<file path="src/rtl/pste_pkg.sv">
// package for the pwm shadow transaction engine
// holds the command, status and state codes and the request and response item types
// no dependencies
package pste_pkg;

  typedef enum logic [1:0] {
    CMD_START = 2'd0,
    CMD_END   = 2'd1,
    CMD_LEVEL = 2'd2,
    CMD_PULSE = 2'd3
  } cmd_e;

  typedef enum logic [1:0] {
    ST_OK        = 2'd0,
    ST_INVALID   = 2'd1,
    ST_BUSY      = 2'd2,
    ST_NOT_READY = 2'd3
  } status_e;

  typedef enum logic [1:0] {
    ACT_ONE,
    ACT_ALL,
    ACT_FLUSH
  } action_e;

  typedef enum logic [1:0] {
    FSM_IDLE,
    FSM_ALL,
    FSM_FLUSH_RD,
    FSM_FLUSH
  } fsm_state_e;

  typedef enum logic {
    REG_DEVICE_READY = 1'b0,
    REG_ALL_BASE     = 1'b1
  } reg_index_e;

  localparam logic [7:0] ALL_BASE_RESET = 8'd250;

  typedef struct packed {
    cmd_e        command;
    logic [4:0]  channel;
    logic        all_channels;
    logic        level_on;
    logic [15:0] phase_delay;
    logic [15:0] active_len;
  } request_t;

  typedef struct packed {
    status_e    status;
    logic       has_byte;
    logic [7:0] reg_address;
    logic [7:0] data_byte;
    logic       last;
  } response_t;

endpackage

</file>
<file path="src/rtl/pwm_shadow_transaction_engine_top.sv">
// pwm shadow transaction engine, top level
// shadow row memory, transaction decode, flush sequencer and config registers
// depends on pste_pkg
//
// usage: an item on request is taken at a rising edge with start high and busy low.
// results come out on response, one per cycle, each marked by response_valid for a
// single cycle; they cannot be held off. every item gives at least one result and
// the last result of an item carries last.
// items that write no byte (start, nested end, an outermost end with no dirty channel,
// errors, nested channel updates) answer in the cycle after acceptance and leave busy
// low, so one may follow every cycle. an all-channel update gives 4 bytes from state
// FSM_ALL, busy while it gives them. an outermost end flushes the dirty channel range
// and a top-level channel update flushes only its own channel: first a row read of the
// shadow memory in FSM_FLUSH_RD, then 4 bytes per channel, one a cycle, the next row
// read overlapping the last byte. busy stays high until the last byte is on response.
// the shadow rows are tracked by one valid bit per channel, so reset takes effect at
// once: all channels read as on tick PERIOD_TICKS and off tick 0, nothing nested,
// device_ready 0 and all_channel_base 250. config writes go through the apb port;
// the user must make them only while the block is idle, the block does not enforce it.
module pwm_shadow_transaction_engine_top #(
  parameter int NUM_CHANNELS      = 16,
  parameter int PERIOD_TICKS      = 4096,
  parameter int CHANNEL_BASE_ADDR = 6,
  parameter int MAX_NEST          = 255
) (
  input  logic                clk,
  input  logic                rst,
  input  logic                start,
  output logic                busy,
  input  pste_pkg::request_t  request,
  output logic                response_valid,
  output pste_pkg::response_t response,
  input  logic                psel,
  input  logic                penable,
  input  logic                pwrite,
  input  logic [2:0]          paddr,
  input  logic [31:0]         pwdata,
  output logic [31:0]         prdata,
  output logic                pready
);
  import pste_pkg::*;

  localparam int CH_W   = (NUM_CHANNELS > 1) ? $clog2(NUM_CHANNELS) : 1;
  localparam int DF_W   = $clog2(NUM_CHANNELS + 1);
  localparam int NEST_W = $clog2(MAX_NEST + 1);
  localparam int TICK_W = $clog2(PERIOD_TICKS + 1);
  localparam int SUM_W  = TICK_W + 1;
  localparam logic [31:0] RESET_ROW = {8'h00, 8'h00, 8'(PERIOD_TICKS >> 8),
                                       8'(PERIOD_TICKS)};

  logic              device_ready;
  logic [7:0]        all_base;
  logic [NEST_W-1:0] nest_depth;
  logic [DF_W-1:0]   dirty_first;
  logic [CH_W-1:0]   dirty_last;

  fsm_state_e        state;
  fsm_state_e        state_next;
  logic [1:0]        byte_idx;
  logic [CH_W-1:0]   flush_ch;
  logic [CH_W-1:0]   flush_end;
  logic [31:0]       row_hold;

  logic [31:0]       shadow_mem [NUM_CHANNELS];
  logic [NUM_CHANNELS-1:0] row_valid;
  logic [31:0]       rd_raw;
  logic              rd_hit;
  logic [31:0]       rd_row;
  logic              rd_en;
  logic [CH_W-1:0]   rd_addr;

  logic              accept;
  logic              cfg_write;
  logic              depth_zero;
  logic              depth_one;
  logic              range_ok;
  logic              ch_bad;
  logic              pulse_bad;
  status_e           start_st;
  logic [CH_W-1:0]   ch_idx;
  logic [TICK_W-1:0] on_tick;
  logic [TICK_W-1:0] off_count;
  logic [SUM_W-1:0]  tick_sum;
  logic [15:0]       on_ext;
  logic [15:0]       off_ext;
  logic [31:0]       row_new;
  logic [DF_W-1:0]   base_first;
  logic [CH_W-1:0]   base_last;
  logic [DF_W-1:0]   new_first;
  logic [CH_W-1:0]   new_last;

  action_e           act;
  status_e           dec_status;
  logic [NEST_W-1:0] depth_next;
  logic [DF_W-1:0]   first_next;
  logic [CH_W-1:0]   last_next;
  logic              wr_en;
  logic [CH_W-1:0]   fl_first;
  logic [CH_W-1:0]   fl_last;

  logic              flush_done;
  logic              resp_valid_next;
  response_t         resp_next;

  assign busy      = (state != FSM_IDLE);
  assign accept    = start && !busy;
  assign pready    = 1'b1;
  assign cfg_write = psel && penable && pwrite;

  // config registers
  always_ff @(posedge clk) begin
    if (rst) begin
      device_ready <= 1'b0;
      all_base     <= ALL_BASE_RESET;
    end else if (cfg_write) begin
      unique case (reg_index_e'(paddr[2]))
        REG_DEVICE_READY: device_ready <= pwdata[0];
        REG_ALL_BASE:     all_base     <= pwdata[7:0];
      endcase
    end
  end

  always_comb begin
    unique case (reg_index_e'(paddr[2]))
      REG_DEVICE_READY: prdata = {31'd0, device_ready};
      REG_ALL_BASE:     prdata = {24'd0, all_base};
    endcase
  end

  // tick computation
  assign pulse_bad = (request.command == CMD_PULSE) &&
                     (request.phase_delay >= 16'(PERIOD_TICKS));
  assign tick_sum  = {1'b0, request.phase_delay[TICK_W-1:0]} +
                     {1'b0, request.active_len[TICK_W-1:0]};

  always_comb begin
    if (request.command == CMD_LEVEL) begin
      if (request.level_on) begin
        on_tick   = '0;
        off_count = TICK_W'(PERIOD_TICKS);
      end else begin
        on_tick   = TICK_W'(PERIOD_TICKS);
        off_count = '0;
      end
    end else if (request.active_len >= 16'(PERIOD_TICKS)) begin
      on_tick   = '0;
      off_count = TICK_W'(PERIOD_TICKS);
    end else if (request.active_len == 16'd0) begin
      on_tick   = TICK_W'(PERIOD_TICKS);
      off_count = '0;
    end else begin
      on_tick = request.phase_delay[TICK_W-1:0];
      if (tick_sum >= SUM_W'(PERIOD_TICKS)) begin
        off_count = TICK_W'(tick_sum - SUM_W'(PERIOD_TICKS));
      end else begin
        off_count = TICK_W'(tick_sum - SUM_W'(1));
      end
    end
  end

  assign on_ext  = 16'(on_tick);
  assign off_ext = 16'(off_count);
  assign row_new = {off_ext[15:8], off_ext[7:0], on_ext[15:8], on_ext[7:0]};

  // transaction decode
  assign depth_zero = (nest_depth == '0);
  assign depth_one  = (nest_depth == NEST_W'(1));
  assign ch_bad     = (request.channel >= 5'(NUM_CHANNELS));
  assign ch_idx     = request.channel[CH_W-1:0];
  assign range_ok   = (dirty_first < DF_W'(NUM_CHANNELS)) &&
                      (DF_W'(dirty_last) >= dirty_first) &&
                      (DF_W'(dirty_last) < DF_W'(NUM_CHANNELS));
  assign base_first = depth_zero ? DF_W'(NUM_CHANNELS) : dirty_first;
  assign base_last  = depth_zero ? '0 : dirty_last;
  assign new_first  = (DF_W'(ch_idx) < base_first) ? DF_W'(ch_idx) : base_first;
  assign new_last   = (ch_idx > base_last) ? ch_idx : base_last;

  always_comb begin
    if (nest_depth >= NEST_W'(MAX_NEST)) begin
      start_st = ST_INVALID;
    end else if (depth_zero && !device_ready) begin
      start_st = ST_NOT_READY;
    end else begin
      start_st = ST_OK;
    end
  end

  always_comb begin
    act        = ACT_ONE;
    dec_status = ST_OK;
    depth_next = nest_depth;
    first_next = dirty_first;
    last_next  = dirty_last;
    wr_en      = 1'b0;
    fl_first   = dirty_first[CH_W-1:0];
    fl_last    = dirty_last;
    unique case (request.command)
      CMD_START: begin
        dec_status = start_st;
        if (start_st == ST_OK) begin
          depth_next = nest_depth + NEST_W'(1);
          if (depth_zero) begin
            first_next = DF_W'(NUM_CHANNELS);
            last_next  = '0;
          end
        end
      end
      CMD_END: begin
        if (depth_zero) begin
          dec_status = ST_INVALID;
        end else begin
          depth_next = nest_depth - NEST_W'(1);
          if (depth_one && range_ok) begin
            act = ACT_FLUSH;
          end
        end
      end
      CMD_LEVEL, CMD_PULSE: begin
        if (pulse_bad) begin
          dec_status = ST_INVALID;
        end else if (start_st != ST_OK) begin
          dec_status = start_st;
        end else begin
          if (depth_zero) begin
            first_next = DF_W'(NUM_CHANNELS);
            last_next  = '0;
          end
          if (request.all_channels) begin
            if (!depth_zero) begin
              dec_status = ST_BUSY;
            end else begin
              act = ACT_ALL;
            end
          end else if (ch_bad) begin
            dec_status = ST_INVALID;
          end else begin
            wr_en      = 1'b1;
            first_next = new_first;
            last_next  = new_last;
            if (depth_zero) begin
              act      = ACT_FLUSH;
              fl_first = ch_idx;
              fl_last  = ch_idx;
            end
          end
        end
      end
    endcase
  end

  always_ff @(posedge clk) begin
    if (rst) begin
      nest_depth  <= '0;
      dirty_first <= DF_W'(NUM_CHANNELS);
      dirty_last  <= '0;
    end else if (accept) begin
      nest_depth  <= depth_next;
      dirty_first <= first_next;
      dirty_last  <= last_next;
    end
  end

  // shadow row memory
  always_ff @(posedge clk) begin
    if (accept && wr_en) begin
      shadow_mem[ch_idx] <= row_new;
    end
    if (rd_en) begin
      rd_raw <= shadow_mem[rd_addr];
    end
  end

  always_ff @(posedge clk) begin
    if (rst) begin
      row_valid <= '0;
    end else if (accept && wr_en) begin
      row_valid[ch_idx] <= 1'b1;
    end
  end

  always_ff @(posedge clk) begin
    if (rd_en) begin
      rd_hit <= row_valid[rd_addr];
    end
  end

  assign rd_row     = rd_hit ? rd_raw : RESET_ROW;
  assign flush_done = (flush_ch == flush_end);

  // sequencer
  always_comb begin
    state_next = state;
    unique case (state)
      FSM_IDLE: begin
        if (accept && act == ACT_ALL) begin
          state_next = FSM_ALL;
        end else if (accept && act == ACT_FLUSH) begin
          state_next = FSM_FLUSH_RD;
        end
      end
      FSM_ALL: begin
        if (byte_idx == 2'd3) begin
          state_next = FSM_IDLE;
        end
      end
      FSM_FLUSH_RD: state_next = FSM_FLUSH;
      FSM_FLUSH: begin
        if (byte_idx == 2'd3 && flush_done) begin
          state_next = FSM_IDLE;
        end
      end
    endcase
  end

  always_comb begin
    resp_valid_next = 1'b0;
    resp_next       = '{status: ST_OK, has_byte: 1'b0, reg_address: 8'd0,
                        data_byte: 8'd0, last: 1'b1};
    rd_en           = 1'b0;
    rd_addr         = flush_ch;
    unique case (state)
      FSM_IDLE: begin
        resp_valid_next  = accept && (act == ACT_ONE);
        resp_next.status = dec_status;
      end
      FSM_ALL: begin
        resp_valid_next       = 1'b1;
        resp_next.has_byte    = 1'b1;
        resp_next.reg_address = all_base + 8'(byte_idx);
        resp_next.data_byte   = row_hold[{byte_idx, 3'b000} +: 8];
        resp_next.last        = (byte_idx == 2'd3);
      end
      FSM_FLUSH_RD: begin
        rd_en = 1'b1;
      end
      FSM_FLUSH: begin
        resp_valid_next       = 1'b1;
        resp_next.has_byte    = 1'b1;
        resp_next.reg_address = 8'(CHANNEL_BASE_ADDR) + 8'({flush_ch, byte_idx});
        resp_next.data_byte   = rd_row[{byte_idx, 3'b000} +: 8];
        resp_next.last        = (byte_idx == 2'd3) && flush_done;
        rd_en                 = (byte_idx == 2'd3) && !flush_done;
        rd_addr               = flush_ch + CH_W'(1);
      end
    endcase
  end

  always_ff @(posedge clk) begin
    if (rst) begin
      state    <= FSM_IDLE;
      byte_idx <= '0;
    end else begin
      state <= state_next;
      if (state == FSM_ALL || state == FSM_FLUSH) begin
        byte_idx <= byte_idx + 2'd1;
      end else begin
        byte_idx <= '0;
      end
    end
  end

  always_ff @(posedge clk) begin
    if (accept) begin
      flush_ch  <= fl_first;
      flush_end <= fl_last;
      row_hold  <= row_new;
    end else if (state == FSM_FLUSH && byte_idx == 2'd3 && !flush_done) begin
      flush_ch <= flush_ch + CH_W'(1);
    end
  end

  always_ff @(posedge clk) begin
    if (rst) begin
      response_valid <= 1'b0;
    end else begin
      response_valid <= resp_valid_next;
    end
  end

  always_ff @(posedge clk) begin
    response <= resp_next;
  end

  // checks
  a_nobyte_alone: assert property (@(posedge clk) disable iff (rst)
    response_valid && !response.has_byte |-> response.last)
    else $error("result without a byte is not the only result of its item");

  a_err_nobyte: assert property (@(posedge clk) disable iff (rst)
    response_valid && response.status != ST_OK |-> !response.has_byte)
    else $error("failed item produced a register byte");

  a_flush_overlap: assert property (@(posedge clk) disable iff (rst)
    state == FSM_FLUSH && byte_idx == 2'd3 && !flush_done
      |=> state == FSM_FLUSH && byte_idx == 2'd0)
    else $error("flush lost the overlapped row read");

  a_flush_range: assert property (@(posedge clk) disable iff (rst)
    (state == FSM_FLUSH_RD || state == FSM_FLUSH) |-> flush_ch <= flush_end)
    else $error("flush channel ran past the dirty range");

  a_busy_cause: assert property (@(posedge clk) disable iff (rst)
    $rose(busy) |-> $past(start))
    else $error("busy raised without an accepted item");

endmodule
</file>
<file path="config.mk">
export PLATFORM = sky130hd
export DESIGN_NAME = pwm_shadow_transaction_engine_top
export DESIGN_NICKNAME = d
export VERILOG_FILES = /design/src/rtl/pste_pkg.sv /design/src/rtl/pwm_shadow_transaction_engine_top.sv
export SDC_FILE = /design/constraint.sdc
export NUM_CORES = 1
export LEC_CHECK = 0
export CORE_MARGIN = 5
export CORE_UTILIZATION = 38
export DETAILED_ROUTE_END_ITERATION = 16
export DONT_BUFFER_PORTS = 1
export GPL_TIMING_DRIVEN = 0
export PLACE_DENSITY = 0.65
export RECOVER_POWER = 50
export SYNTH_ARGS = -nofsm -noshare
export SYNTH_HDL_FRONTEND = slang
export SYNTH_SLANG_ARGS = --single-unit
export TNS_END_PERCENT = 100
</file>
<file path="constraint.sdc">
create_clock -name clk -period 4.9 [get_ports clk]
set_input_delay 0.98 -clock clk [delete_from_list [all_inputs] [get_ports clk]]
set_output_delay 0.98 -clock clk [all_outputs]
set_load 0.1 [all_outputs]
</file>
==> metrics <==
part of the power in the clock network about two fifths; DRC viols 0; Total Wirelength 54,790 µm; CTS clk-pin slew, worst paths 0.06 ns; first-pass GRT wire length 81,490 µm; M3 GR Usage 3.248%; Area Overhead vs Synth 14.12%; outcome finished, violations left; Hold Crit Class in -> reg; Starting DRT DRC Count between 1,000 and 1,500; gr busiest metal met2; Setup crit end kind flop; clock insertion delay at the later pin of the skew report ~0.61 ns; Post-Synthesis Cells roughly 1,300; vias in the first global route 12,809; # fillers 5,192; FF-to-FF setup slack roughly 0.5 ns; GRT met1 Usage 22.82%; pins over their slew limit 15; switching portion of total power between 20% and 30%; Antenna Nets Post-Route 0; DPL Wire Length roughly 38,000 µm; WL per Instance 24.12 µm; Post-Syn Area roughly 23,000 µm²; Die Y approximately 260 µm; antenna violations before repair 2; Final min period 4.575 ns; Final Hold Fails 0; top cells by count, synth 477 x edfxtp_1, 135 x mux4_2, 86 x nor2_1, 67 x dfxtp_1, 61 x nand2_1; synth top area cells edfxtp_1 63%, mux4_2 13%, dfxtp_1 5.9%; Fmax achieved 0.2186 GHz; dpl ws 0.1426 ns; Leak about 8 nW; grt ovf 0; CTS max path bufs 3; Seq pwr share 49.3%; DR pass1 iterations 5; design internal power 0.007980 W; Final nets 1,565; CTS resizes 0; WHS 0.4701 ns; TritonCTS Buffers 53; PortBufs 0; register area 15,670 µm²; critical path fanouts, max 20; # diodes 0; vias ~13,000; reg2reg end rd_raw[1]; Slew HR -61.77%; Overall Power 0.01062 W; sequential area share after synthesis 68.42%; DR vias/cell roughly 5.6; failing checks max-capacitance violations, max-slew violations; gp weighted congestion 0.8701; net load switching power 0.002636 W; syn_area_per_cell around 17 µm²; H-Tree Depth 2; CP Data Arrival Time 4.78 ns; YS warnings 0; Worst Setup Start Kind primary input; Die ar. approximately 65,000 µm²; Die W 255.5 µm; peak supply drop 0.2197 mV; GRT Total Usage ~16%; RSZ-0062 raised after global routing false; number of synthesized register bits 544; post-synth top area share 62.56%; top-count cell post-synth edfxtp_1; Post-synth EDFFs around 480; Top FF cell, synth edfxtp_1; PwrDens 406.3 nW/µm²; Final Setup Violations 0; Post-CTS Setup Repair Bufs 0; CTS Sinks 544; share of cells above drive strength 1 a little over a fifth; Initial Utilization 38.14%; Comb power frac approximately an eighth; placed insts 2,172; # IOs 137; met2 GRT Util 26.76%; max cap viols 1; hold_buf cts 0; Layout Cells excl Fill 2,271; Worst Tran Pin Value roughly 2.4 ns; largest net degree at the start of global routing 35; class of the most critical setup path in -> reg; Clock Tree Root clkbuf_16; CORE AREA between 60,000 and 70,000 µm²; Worst Setup SP request[31]; clk_skew 0.02223 ns; WP data required 5.10 ns; fraction of registers with async set/reset 0%; Setup WS post-layout 0.3249 ns; Multi-input gate area 6792 µm²; final worst-path cycle share 93.37%; FF-to-FF path depth 8; Yosys top cell by area edfxtp_1; CTS tree done; row count 90; worst setup path end shadow_mem[10][4]; Yosys cell types 78; r2r startpoint flush_ch[0]
## worst min-delay path by stage
stage / endpoint / depth (start not counted) / start
final: response[18] / 1 / request[40]
after global routing: response[18] / 1 / request[40]
after CTS: response[18] / 1 / request[40]
after detailed placement: row_valid[13] / 2 / row_valid[13]
after global placement: row_valid[9] / 2 / row_valid[9]
after floorplan: row_valid[12] / 2 / row_valid[12]
## cell usage in the layout, fill, tap and decap left out, types with 11 or more instances in the layout
cell / count
a211oi_1: 14
a21oi_1: 50
and2_0: 21
buf_4: 27
buf_6: 15
clkbuf_1: 57
clkbuf_16: 54
clkinv_1: 14
conb_1: 25
dfxtp_1: 67
edfxtp_1: 477
ha_1: 34
inv_1: 23
mux2i_1: 24
mux4_2: 135
nand2_1: 61
nand3_1: 22
nand4_1: 11
nor2_1: 83
o21ai_0: 19
xnor2_1: 22
xor2_1: 13
## power by group through the flow
stage / clock [W] / sequential (W) / combinational [W]
floorplan: 0 / 0.00532 / 0.000956
CTS: 0.00417 / 0.00523 / 0.00129
detailed placement: 0 / 0.00533 / 0.00129
global placement: 0 / 0.00533 / 0.00125
finish: 0.00411 / 0.00524 / 0.00127
global route: 0.00436 / 0.00524 / 0.00137
## logic make-up (layout without fill, tap and decap cells)
logic type | Yosys count | in the layout | synth area share, %
compound gates | 163 | 163 | 4.886
mux | 163 | 163 | 14.53
xor+xnor | 37 | 37 | 1.415
flops | 544 | 544 | 68.42
simple gates | 282 | 282 | 6.110
fa+ha+maj | 36 | 36 | 2.033
buf+inv | 114 | 239 | 2.574
other cells | 2 | 25 | 0.03280
## layer usage
| layer | vias up | wire [µm] |
|---|---|---|
| met4 | 0 | 1275 |
| li1 | 5492 | - |
| met1 | 6463 | 22910 |
| met2 | 586 | 25810 |
| met3 | 85 | 4792 |
| met5 | - | 0 |
## metrics by stage
stage,util [%],cell area [µm²],TNS [ns]
after detailed placement,40.88,24540,0
after CTS,43.80,26290,0
final,43.53,26130,0
after global placement,39.92,23960,-506.21
after floorplan,-,22980,0
after global routing,43.53,26130,0
## worst max-delay path, stage by stage
cell and delay, ns:
o41ai_1 0.59, o211ai_1 0.36, or4_1 0.67, or2_0 0.33
nor2_1 0.70, dlymetal6s2s_1 1.13
## layout make-up
cell class	count	area share [%]
inverter	24	0.3448
sequential	544	59.96
clock buffer	63	5.301
timing repair buffer	28	1.365
tap	782	3.745
clock inverter	34	1.398
buffer	90	1.896
multi-input combinational	706	25.99
## sequential cells by signal (all words and copies together), names as in the netlist, 2 cells and up
name         cells
byte_idx         2
flush_end        4
response        20
all_base         8
state            2
nest_depth       8
dirty_last       4
row_valid       16
shadow_mem     416
rd_raw          26
dirty_first      5
flush_ch         4
row_hold        26
(Power assumes the default switching activity.)
